`src/design/lpl_pkg.sv`:
```
`timescale 1ns / 1ps
// ----------------------------------------------------------------------------
// lpl_pkg
// Shared types and constants of the low-power-listening MAC sender.
// ----------------------------------------------------------------------------
package lpl_pkg;

    localparam int QUEUE_DEPTH = 16;
    localparam int QPTR_W = (QUEUE_DEPTH > 1) ? $clog2(QUEUE_DEPTH) : 1;
    localparam int QCNT_W = $clog2(QUEUE_DEPTH + 1);
    localparam logic [15:0] BROADCAST_ADDRESS = 16'hFFFF;

    localparam logic [2:0] FUNC_TICK = 3'd0;
    localparam logic [2:0] FUNC_ENQ = 3'd1;
    localparam logic [2:0] FUNC_ACK = 3'd2;
    localparam logic [2:0] FUNC_OK = 3'd3;
    localparam logic [2:0] FUNC_STOP = 3'd4;
    localparam logic [2:0] FUNC_PWR = 3'd5;

    localparam logic [2:0] PH_IDLE = 3'd0;
    localparam logic [2:0] PH_START_TRAIN = 3'd1;
    localparam logic [2:0] PH_START_MSG = 3'd2;
    localparam logic [2:0] PH_BACKOFF_INIT = 3'd3;
    localparam logic [2:0] PH_BACKOFF_CONG = 3'd4;
    localparam logic [2:0] PH_BACKOFF_DONE = 3'd5;
    localparam logic [2:0] PH_TRANSMITTING = 3'd6;
    localparam logic [2:0] PH_WAIT_RX = 3'd7;

    localparam logic [2:0] EV_RX = 3'd0;
    localparam logic [2:0] EV_BUSY = 3'd1;
    localparam logic [2:0] EV_TX = 3'd2;
    localparam logic [2:0] EV_FAIL = 3'd3;
    localparam logic [2:0] EV_FINISHED = 3'd4;
    localparam logic [2:0] EV_DROP = 3'd5;

    localparam logic [2:0] CFG_TRAIN = 3'd0;
    localparam logic [2:0] CFG_IB_MIN = 3'd1;
    localparam logic [2:0] CFG_IB_SPAN = 3'd2;
    localparam logic [2:0] CFG_CB_MIN = 3'd3;
    localparam logic [2:0] CFG_CB_SPAN = 3'd4;
    localparam logic [2:0] CFG_ACK_WAIT = 3'd5;
    localparam logic [2:0] CFG_BC_GAP = 3'd6;
    localparam logic [2:0] CFG_SETTLE = 3'd7;

    localparam logic [1:0] CH_CLEAR = 2'd0;
    localparam logic [1:0] CH_BUSY = 2'd1;

    typedef struct packed {
        logic [2:0]  ev;
        logic [15:0] tag;
        logic [15:0] dest;
    } res_t;

    typedef struct packed {
        logic [2:0]  func;
        logic [15:0] tag;
        logic [15:0] dest;
        logic [1:0]  chan;
        logic [15:0] rnd;
    } item_t;

endpackage

```
`src/design/lpl_mac_sender.sv`:
```
`timescale 1ns / 1ps
// ----------------------------------------------------------------------------
// lpl_mac_sender
// Low-power-listening MAC sender: event driven packet queue and train control.
// ----------------------------------------------------------------------------
// Each accepted item is registered, then processed in one pass that updates
// the queue, timers and phase and loads up to four result items into an
// output buffer. A new item is taken whenever the buffer is empty or its last
// result is being taken, so an item causing one result flows at one per
// cycle while m_ready is high; an item causing several results holds the
// input while the buffer drains; one causing none leaves it empty. The
// random span product is registered in the input stage (16x16 multiply each).
module lpl_mac_sender (
    input  logic        aclk,
    input  logic        aresetn,
    input  logic        cfg_we,
    input  logic [2:0]  cfg_index,
    input  logic [31:0] cfg_data,
    input  logic        s_valid,
    output logic        s_ready,
    input  logic [2:0]  s_func,
    input  logic [15:0] s_packet_tag,
    input  logic [15:0] s_destination,
    input  logic [1:0]  s_channel_status,
    input  logic [15:0] s_random_fraction,
    output logic        m_valid,
    input  logic        m_ready,
    output logic [2:0]  m_event_res,
    output logic [15:0] m_out_tag,
    output logic [15:0] m_out_destination,
    output logic        m_last
);

    logic [31:0] train_reg;
    logic [15:0] ibmin_reg, ibspan_reg, cbmin_reg, cbspan_reg;
    logic [15:0] ackw_reg, bcgap_reg, settle_reg;

    always_ff @(posedge aclk) begin
        if (!aresetn) begin
            train_reg  <= 32'd10000;
            ibmin_reg  <= 16'd10;
            ibspan_reg <= 16'd20;
            cbmin_reg  <= 16'd10;
            cbspan_reg <= 16'd20;
            ackw_reg   <= 16'd5;
            bcgap_reg  <= 16'd2;
            settle_reg <= 16'd2;
        end else if (cfg_we) begin
            case (cfg_index)
                lpl_pkg::CFG_TRAIN:    train_reg  <= cfg_data;
                lpl_pkg::CFG_IB_MIN:   ibmin_reg  <= cfg_data[15:0];
                lpl_pkg::CFG_IB_SPAN:  ibspan_reg <= cfg_data[15:0];
                lpl_pkg::CFG_CB_MIN:   cbmin_reg  <= cfg_data[15:0];
                lpl_pkg::CFG_CB_SPAN:  cbspan_reg <= cfg_data[15:0];
                lpl_pkg::CFG_ACK_WAIT: ackw_reg   <= cfg_data[15:0];
                lpl_pkg::CFG_BC_GAP:   bcgap_reg  <= cfg_data[15:0];
                lpl_pkg::CFG_SETTLE:   settle_reg <= cfg_data[15:0];
                default: ;
            endcase
        end
    end

    // input stage
    logic           in_v_reg;
    lpl_pkg::item_t in_reg;
    logic [15:0]    ib_off_reg, cb_off_reg;
    logic           take_in;

    // output buffer
    lpl_pkg::res_t  ob_reg [4];
    logic [2:0]     ob_n_reg;
    logic [1:0]     ob_rd_reg;
    logic           ob_empty_next_ok;
    logic           proc;

    assign ob_empty_next_ok = (ob_n_reg == 3'd0) ||
        (m_ready && ({1'b0, ob_rd_reg} + 3'd1 == ob_n_reg));
    assign proc = in_v_reg && ob_empty_next_ok;
    assign s_ready = !in_v_reg || proc;
    assign take_in = s_valid && s_ready;

    logic [31:0] ib_prod, cb_prod;
    assign ib_prod = 32'(s_random_fraction) * 32'(ibspan_reg);
    assign cb_prod = 32'(s_random_fraction) * 32'(cbspan_reg);

    always_ff @(posedge aclk) begin
        if (!aresetn) begin
            in_v_reg <= 1'b0;
        end else if (s_ready) begin
            in_v_reg <= s_valid;
        end
        if (take_in) begin
            in_reg     <= '{s_func, s_packet_tag, s_destination, s_channel_status,
                            s_random_fraction};
            ib_off_reg <= ib_prod[31:16];
            cb_off_reg <= cb_prod[31:16];
        end
    end

    // state
    logic [2:0]  phase_reg, phase_next;
    logic        perm_reg, perm_next;
    logic        lapsed_reg, lapsed_next;
    logic [lpl_pkg::QPTR_W-1:0] head_reg, head_next;
    logic [lpl_pkg::QCNT_W-1:0] cnt_reg, cnt_next;
    logic [32:0] win_reg, win_next;
    logic [16:0] gap_reg, gap_next;
    logic [16:0] bo_reg, bo_next;
    logic [31:0] qmem [lpl_pkg::QUEUE_DEPTH];

    lpl_pkg::res_t res [4];
    logic [2:0]    nres;
    logic          qwe;
    logic [lpl_pkg::QPTR_W-1:0] qwa;
    logic [31:0]   hent;

    function automatic logic [16:0] at_least_one(input logic [16:0] d);
        return (d == 17'd0) ? 17'd1 : d;
    endfunction

    function automatic logic [lpl_pkg::QPTR_W-1:0] wrap_add(
        input logic [lpl_pkg::QPTR_W-1:0] a, input logic [lpl_pkg::QCNT_W-1:0] b);
        logic [lpl_pkg::QCNT_W:0] s;
        s = (lpl_pkg::QCNT_W + 1)'(a) + (lpl_pkg::QCNT_W + 1)'(b);
        if (s >= (lpl_pkg::QCNT_W + 1)'(lpl_pkg::QUEUE_DEPTH))
            s = s - (lpl_pkg::QCNT_W + 1)'(lpl_pkg::QUEUE_DEPTH);
        return s[lpl_pkg::QPTR_W-1:0];
    endfunction

    // the flattened control: steps are bounded (at most one train started)
    always_comb begin
        logic gap_fire, back_fire, run;
        logic [15:0] dest;
        phase_next  = phase_reg;
        perm_next   = perm_reg;
        lapsed_next = lapsed_reg;
        head_next   = head_reg;
        cnt_next    = cnt_reg;
        win_next    = win_reg;
        gap_next    = gap_reg;
        bo_next     = bo_reg;
        qwe         = 1'b0;
        qwa         = wrap_add(head_reg, cnt_reg);
        nres        = 3'd0;
        for (int i = 0; i < 4; i++) res[i] = '{lpl_pkg::EV_RX, 16'd0, 16'd0};
        gap_fire  = 1'b0;
        back_fire = 1'b0;
        run       = 1'b0;
        hent      = qmem[head_reg];
        dest      = hent[15:0];
        case (in_reg.func)
            lpl_pkg::FUNC_TICK: begin
                if (win_reg != 33'd0) begin
                    win_next = win_reg - 33'd1;
                    if (win_next == 33'd0) lapsed_next = 1'b1;
                end
                if (gap_reg != 17'd0) begin
                    gap_next = gap_reg - 17'd1;
                    gap_fire = (gap_next == 17'd0);
                end
                if (bo_reg != 17'd0) begin
                    bo_next = bo_reg - 17'd1;
                    back_fire = (bo_next == 17'd0);
                end
                if (gap_fire) begin
                    // start of next copy, looping over at most two heads
                    phase_next = lpl_pkg::PH_START_MSG;
                    for (int it = 0; it < 3; it++) begin
                        if (phase_next == lpl_pkg::PH_START_MSG ||
                            phase_next == lpl_pkg::PH_START_TRAIN) begin
                            hent = qmem[head_next];
                            dest = hent[15:0];
                            if (cnt_next == '0 || !perm_next) begin
                                res[nres[1:0]] = '{lpl_pkg::EV_FINISHED, 16'd0, 16'd0};
                                nres = nres + 3'd1;
                                phase_next = lpl_pkg::PH_IDLE;
                            end else if (phase_next == lpl_pkg::PH_START_TRAIN) begin
                                lapsed_next = 1'b0;
                                win_next = (train_reg == 32'd0) ? 33'd1 : 33'(train_reg);
                                bo_next = at_least_one(17'(ibmin_reg) + 17'(ib_off_reg));
                                phase_next = lpl_pkg::PH_BACKOFF_INIT;
                            end else if (!lapsed_next) begin
                                bo_next = at_least_one(17'(ibmin_reg) + 17'(ib_off_reg));
                                phase_next = lpl_pkg::PH_BACKOFF_INIT;
                            end else begin
                                if (dest != lpl_pkg::BROADCAST_ADDRESS) begin
                                    res[nres[1:0]] = '{lpl_pkg::EV_FAIL, 16'd0, dest};
                                    nres = nres + 3'd1;
                                end
                                head_next = wrap_add(head_next, lpl_pkg::QCNT_W'(1));
                                cnt_next = cnt_next - lpl_pkg::QCNT_W'(1);
                                res[nres[1:0]] = '{lpl_pkg::EV_RX, 16'd0, 16'd0};
                                nres = nres + 3'd1;
                                if (cnt_next == '0) begin
                                    res[nres[1:0]] = '{lpl_pkg::EV_FINISHED, 16'd0, 16'd0};
                                    nres = nres + 3'd1;
                                    phase_next = lpl_pkg::PH_IDLE;
                                end else begin
                                    res[nres[1:0]] = '{lpl_pkg::EV_BUSY, 16'd0, 16'd0};
                                    nres = nres + 3'd1;
                                    phase_next = lpl_pkg::PH_START_TRAIN;
                                end
                            end
                        end
                    end
                end
                if (back_fire && bo_next == 17'd0) begin
                    hent = qmem[head_next];
                    dest = hent[15:0];
                    if (cnt_next == '0 || !perm_next) begin
                        res[nres[1:0]] = '{lpl_pkg::EV_FINISHED, 16'd0, 16'd0};
                        nres = nres + 3'd1;
                        phase_next = lpl_pkg::PH_IDLE;
                    end else if (in_reg.chan == lpl_pkg::CH_CLEAR) begin
                        res[nres[1:0]] = '{lpl_pkg::EV_TX, hent[31:16], dest};
                        nres = nres + 3'd1;
                        gap_next = at_least_one(17'((dest == lpl_pkg::BROADCAST_ADDRESS)
                                                     ? bcgap_reg : ackw_reg));
                        phase_next = lpl_pkg::PH_TRANSMITTING;
                    end else if (in_reg.chan == lpl_pkg::CH_BUSY) begin
                        bo_next = at_least_one(17'(cbmin_reg) + 17'(cb_off_reg));
                        phase_next = lpl_pkg::PH_BACKOFF_CONG;
                    end else begin
                        bo_next = at_least_one(17'(settle_reg));
                        phase_next = lpl_pkg::PH_WAIT_RX;
                    end
                end
            end
            lpl_pkg::FUNC_ENQ: begin
                if (32'(cnt_reg) >= 32'(lpl_pkg::QUEUE_DEPTH)) begin
                    res[0] = '{lpl_pkg::EV_DROP, in_reg.tag, in_reg.dest};
                    nres = 3'd1;
                end else begin
                    qwe = 1'b1;
                    cnt_next = cnt_reg + lpl_pkg::QCNT_W'(1);
                end
                run = perm_reg && phase_reg == lpl_pkg::PH_IDLE;
            end
            lpl_pkg::FUNC_ACK: begin
                if (phase_reg == lpl_pkg::PH_TRANSMITTING) begin
                    win_next = 33'd0;
                    gap_next = 17'd0;
                    if (cnt_reg != '0) begin
                        head_next = wrap_add(head_reg, lpl_pkg::QCNT_W'(1));
                        cnt_next = cnt_reg - lpl_pkg::QCNT_W'(1);
                    end
                    run = 1'b1;
                end
            end
            lpl_pkg::FUNC_OK: begin
                perm_next = 1'b1;
                run = 1'b1;
            end
            lpl_pkg::FUNC_STOP: begin
                perm_next = 1'b0;
                if (phase_reg != lpl_pkg::PH_TRANSMITTING) begin
                    win_next = 33'd0;
                    gap_next = 17'd0;
                    bo_next = 17'd0;
                    phase_next = lpl_pkg::PH_IDLE;
                end
            end
            lpl_pkg::FUNC_PWR: begin
                phase_next = lpl_pkg::PH_IDLE;
                perm_next = 1'b0;
                lapsed_next = 1'b0;
                head_next = '0;
                cnt_next = '0;
                win_next = 33'd0;
                gap_next = 17'd0;
                bo_next = 17'd0;
            end
            default: ;
        endcase
        if (run) begin
            res[nres[1:0]] = '{lpl_pkg::EV_RX, 16'd0, 16'd0};
            nres = nres + 3'd1;
            if (cnt_next == '0) begin
                res[nres[1:0]] = '{lpl_pkg::EV_FINISHED, 16'd0, 16'd0};
                nres = nres + 3'd1;
                phase_next = lpl_pkg::PH_IDLE;
            end else begin
                res[nres[1:0]] = '{lpl_pkg::EV_BUSY, 16'd0, 16'd0};
                nres = nres + 3'd1;
                if (!perm_next) begin
                    res[nres[1:0]] = '{lpl_pkg::EV_FINISHED, 16'd0, 16'd0};
                    nres = nres + 3'd1;
                    phase_next = lpl_pkg::PH_IDLE;
                end else begin
                    lapsed_next = 1'b0;
                    win_next = (train_reg == 32'd0) ? 33'd1 : 33'(train_reg);
                    bo_next = at_least_one(17'(ibmin_reg) + 17'(ib_off_reg));
                    phase_next = lpl_pkg::PH_BACKOFF_INIT;
                end
            end
        end
    end

    always_ff @(posedge aclk) begin
        if (!aresetn) begin
            phase_reg  <= lpl_pkg::PH_IDLE;
            perm_reg   <= 1'b0;
            lapsed_reg <= 1'b0;
            head_reg   <= '0;
            cnt_reg    <= '0;
            win_reg    <= 33'd0;
            gap_reg    <= 17'd0;
            bo_reg     <= 17'd0;
            ob_n_reg   <= 3'd0;
            ob_rd_reg  <= 2'd0;
        end else begin
            if (proc) begin
                phase_reg  <= phase_next;
                perm_reg   <= perm_next;
                lapsed_reg <= lapsed_next;
                head_reg   <= head_next;
                cnt_reg    <= cnt_next;
                win_reg    <= win_next;
                gap_reg    <= gap_next;
                bo_reg     <= bo_next;
                ob_n_reg   <= nres;
                ob_rd_reg  <= 2'd0;
            end else if (m_valid && m_ready) begin
                if ({1'b0, ob_rd_reg} + 3'd1 == ob_n_reg) begin
                    ob_n_reg  <= 3'd0;
                    ob_rd_reg <= 2'd0;
                end else begin
                    ob_rd_reg <= ob_rd_reg + 2'd1;
                end
            end
        end
    end

    always_ff @(posedge aclk) begin
        if (proc) begin
            for (int i = 0; i < 4; i++) ob_reg[i] <= res[i];
            if (qwe) qmem[qwa] <= {in_reg.tag, in_reg.dest};
        end
    end

    assign m_valid           = ob_n_reg != 3'd0;
    assign m_event_res       = ob_reg[ob_rd_reg].ev;
    assign m_out_tag         = ob_reg[ob_rd_reg].tag;
    assign m_out_destination = ob_reg[ob_rd_reg].dest;
    assign m_last            = ({1'b0, ob_rd_reg} + 3'd1 == ob_n_reg);

    a_cnt_bound: assert property (@(posedge aclk) disable iff (!aresetn)
        32'(cnt_reg) <= 32'(lpl_pkg::QUEUE_DEPTH))
        else $error("queue count overflow");
    a_rd_bound: assert property (@(posedge aclk) disable iff (!aresetn)
        m_valid |-> ({1'b0, ob_rd_reg} < ob_n_reg))
        else $error("read pointer past result count");
    a_no_proc_busy: assert property (@(posedge aclk) disable iff (!aresetn)
        (m_valid && !m_ready) |-> !proc)
        else $error("result overwritten");
    a_idle_timers: assert property (@(posedge aclk) disable iff (!aresetn)
        (proc && in_reg.func == lpl_pkg::FUNC_PWR) |=> (cnt_reg == '0 && !perm_reg))
        else $error("power loss did not clear");

endmodule

```
`config.mk`:
```
export PLATFORM = sky130hd
export DESIGN_NAME = lpl_mac_sender
export DESIGN_NICKNAME = d
export VERILOG_FILES = /design/src/design/lpl_pkg.sv /design/src/design/lpl_mac_sender.sv
export SDC_FILE = /design/constraint.sdc
export NUM_CORES = 2
export LEC_CHECK = 0
export ABC_AREA = 0
export BUFFER_PORTS_ARGS = -buffer_cell sky130_fd_sc_hd__buf_4
export CAP_MARGIN = 20
export CORE_MARGIN = 2
export CORE_UTILIZATION = 47
export DETAILED_ROUTE_END_ITERATION = 16
export PLACE_DENSITY = 0.7
export SYNTH_ARGS = -nofsm -noshare
export SYNTH_HDL_FRONTEND = slang
export SYNTH_SLANG_ARGS = --single-unit
```
`constraint.sdc`:
```
create_clock -name aclk -period 12.04 [get_ports aclk]
set_clock_uncertainty 0.15 [all_clocks]
set_input_delay 0.602 -clock aclk [delete_from_list [all_inputs] [get_ports aclk]]
set_output_delay 0.602 -clock aclk [all_outputs]
set_load 0.05 [all_outputs]
```
==> flow_metrics.tcl <==
set metrics [dict create \
    setup-violations-final 0 \
    rsz0062_at_grt "no" \
    synth_flop_cell "edfxtp_1" \
    synth_enable_flop_cells 721 \
    yosys_warnings 0 \
    crit_fanout 48 \
    min_period_ns 11.57 \
    drive_gt1_share_pct 11.5 \
    drt_wl_total_um 274000 \
    synthTopCellsByArea "edfxtp_1 (29%), fa_1 (11%), dfxtp_1 (6.4%)" \
    drt-initial-drc-count 7910 \
    numCtsBuffers 98 \
    grt_util_all_layers_pct 33.7 \
    largest_reg_flops 512 \
    viasPerCell 6.56 \
    syn_inst 7585 \
    worstPathArrival_ns 12.01 \
    holdWs_ns 0.0475 \
    synth-seq-cells 958 \
    rows 145 \
    critPathSlowestCell "a31oi_4" \
    grt_max_degree 87 \
    finalHoldViolCount 0 \
    cts-root-buf "clkbuf_16" \
    clkSinkCount 958 \
    power_leakage_nw 29.8 \
    fin_crit_sh_pct 96.1 \
    vias 63597 \
    slew-limit-headroom_pct 23.7 \
    syn-cell-area_um2 73600 \
    clk-insertion-delay-late_ns 0.78 \
    status "finished clean" \
    slowest_delay_ns 0.84 \
    grt_pass1_vias 61603 \
    critPathLaunchType "flop" \
    drc_errors 0 \
    crit_family "simple AND/OR/NAND/NOR gates" \
    startpoint "win_reg[4]" \
    antenna_left 0 \
    min_path_type "input port to flop" \
    io_buffers 130 \
    overflow 0 \
    crit_type "flop to flop" \
    core_area_um2 156000 \
    ys_seq_area_share_pct 35.8 \
    nNetsFinal 8304 \
    end_kind "flop" \
    fin_setup_tns_ns 0 \
    final_common_cell "nand2_1" \
    start_util_pct 47.2 \
    synth_top_area_share_pct 29.4 \
    yosysTopAreaCell "edfxtp_1" \
    fmax_mhz 86.4 \
    drt-pass1-iter-count 8 \
    crit_buf_inv 6 \
    r2r_start "win_reg[4]" \
    maxSlewViolCount 0 \
    synth.distinct_cells 107 \
    power_density_nw_per_um2 108 \
    grt_pass1_wl_um 403000 \
    final_cell_mix "nand2_1 (1262), edfxtp_1 (721), inv_1 (543), a21oi_1 (416), fa_1 (389)" \
    drv_cap 0 \
    fp.dieArea_um2 160000 \
    area_growth_pct 10.2 \
    die_x_um 400 \
    antenna_found_initial 11 \
    ir_worst_vdd_uv 110 \
    synth.avg_cell_area_um2 9.71 \
    synth-async-reset-ratio_pct 0 \
    hpwl_um 190000 \
    min_from "cfg_data[7]" \
    htree_levels 3 \
    post_drt_wl_per_cell_um 28.2 \
    clk_pin_slew_ns 0.06 \
    required_ns 12.48 \
    place_congestion 1.02 \
    ios 131 \
    worst_slew_pin_slew_ns 1.14 \
    synthesis.nets 8340 \
    die_y_um 400 \
    cts_buffer_depth 3 \
    cts_tree "yes" \
]
[worst reg2reg max path: cells and delay by family (launching register included)]
kind            cells  cell delay, ns
simple gates       15            5.91
compound gates      8            2.66
buf+inv             6            1.63
flops               1            0.40
fa+ha+maj           1            0.29
mux                 1            0.29
xor+xnor            1            0.10
[synthesized netlist by cell type (all sizes together), types with 30 or more instances]
cell,count
a22oi,54
nor3,142
a31oi,104
or3,54
xnor2,83
nor4,67
and3,104
nand2,1264
o211ai,38
mux2,35
mux2i,340
nand3,214
nand2b,30
a21o,33
or4,43
a21oi,417
fa,389
a311oi,45
o21ai,269
edfxtp,721
xor2,34
ha,273
clkbuf,408
dfxtp,237
nor2,359
and2,248
o22ai,57
buf,137
nand4,47
o221ai,40
inv,550
mux4,192
o31ai,43
a211oi,150
[layer usage]
layer | share of wire, % | vias to the layer above | global-route usage (%)
met5 | 0.035 | - | 0
met4 | 6.0 | 14 | 17.7
met3 | 11 | 938 | 8.24
met2 | 45 | 4005 | 51.9
met1 | 38 | 31419 | 44.1
li1 | - | 27221 | -
[worst paths after layout]
kind	cells after the start	to	slack (ns)
worst max-delay path	32	gap_reg[4]	0.47
worst min-delay path	3	ackw_reg[7]	0.05
worst max register to register	32	gap_reg[4]	0.47
worst min register to register	2	cbmin_reg[14]	0.31
[repair_timing]
| action | CTS | global route |
|---|---|---|
| hold buffers | 54 | 0 |
| hold endpoints to repair | 54 | 0 |
| endpoints found under the setup margin | 0 | 16 |
| resized for setup | 0 | 1 |
| setup buffers | 0 | 4 |
[kinds of logic after synthesis]
logic type	after synthesis	share of synthesized area, %
DFF	958	35.8
muxes	567	11.0
xor gates and xnor gates	117	1.39
AOI/OAI and AO/OA	1522	13.7
adders and majority gates	662	15.2
and+or+nand+nor	2661	16.9
buffers and inverters	1098	5.91
[final cells by class]
class | count | area (um^2)
diodes | 4 | 10.0
clock buffers | 111 | 2540
clock inverters | 73 | 913
fillers | 13814 | 74700
inverters | 553 | 2080
multi-input cells | 5529 | 43300
flip-flops and latches | 958 | 26400
well taps | 2058 | 2570
repair buffers | 409 | 3360
[power by group]
part           internal, mW  total, mW  switching (mW)
clock                  1.90       3.31            1.41
sequential             3.63       3.71          0.0878
combinational         0.606       1.78            1.17
total                  6.13       8.80            2.67
[stage by stage]
step	utilization [%]	worst slack [ns]	std cells	power, mW	area (um^2)
6_report	52.1	0.472	9695	8.80	81200
5_1_grt	52.1	0.0365	9691	9.11	81200
4_1_cts	52.0	0.299	9682	8.79	81000
3_5_place_dp	49.4	0.322	9444	5.49	77000
3_3_place_gp	49.4	0.642	9441	5.46	77000
2_1_floorplan	-	1.83	7585	4.86	73600
Note: power is estimated with default switching activity, not from simulation.
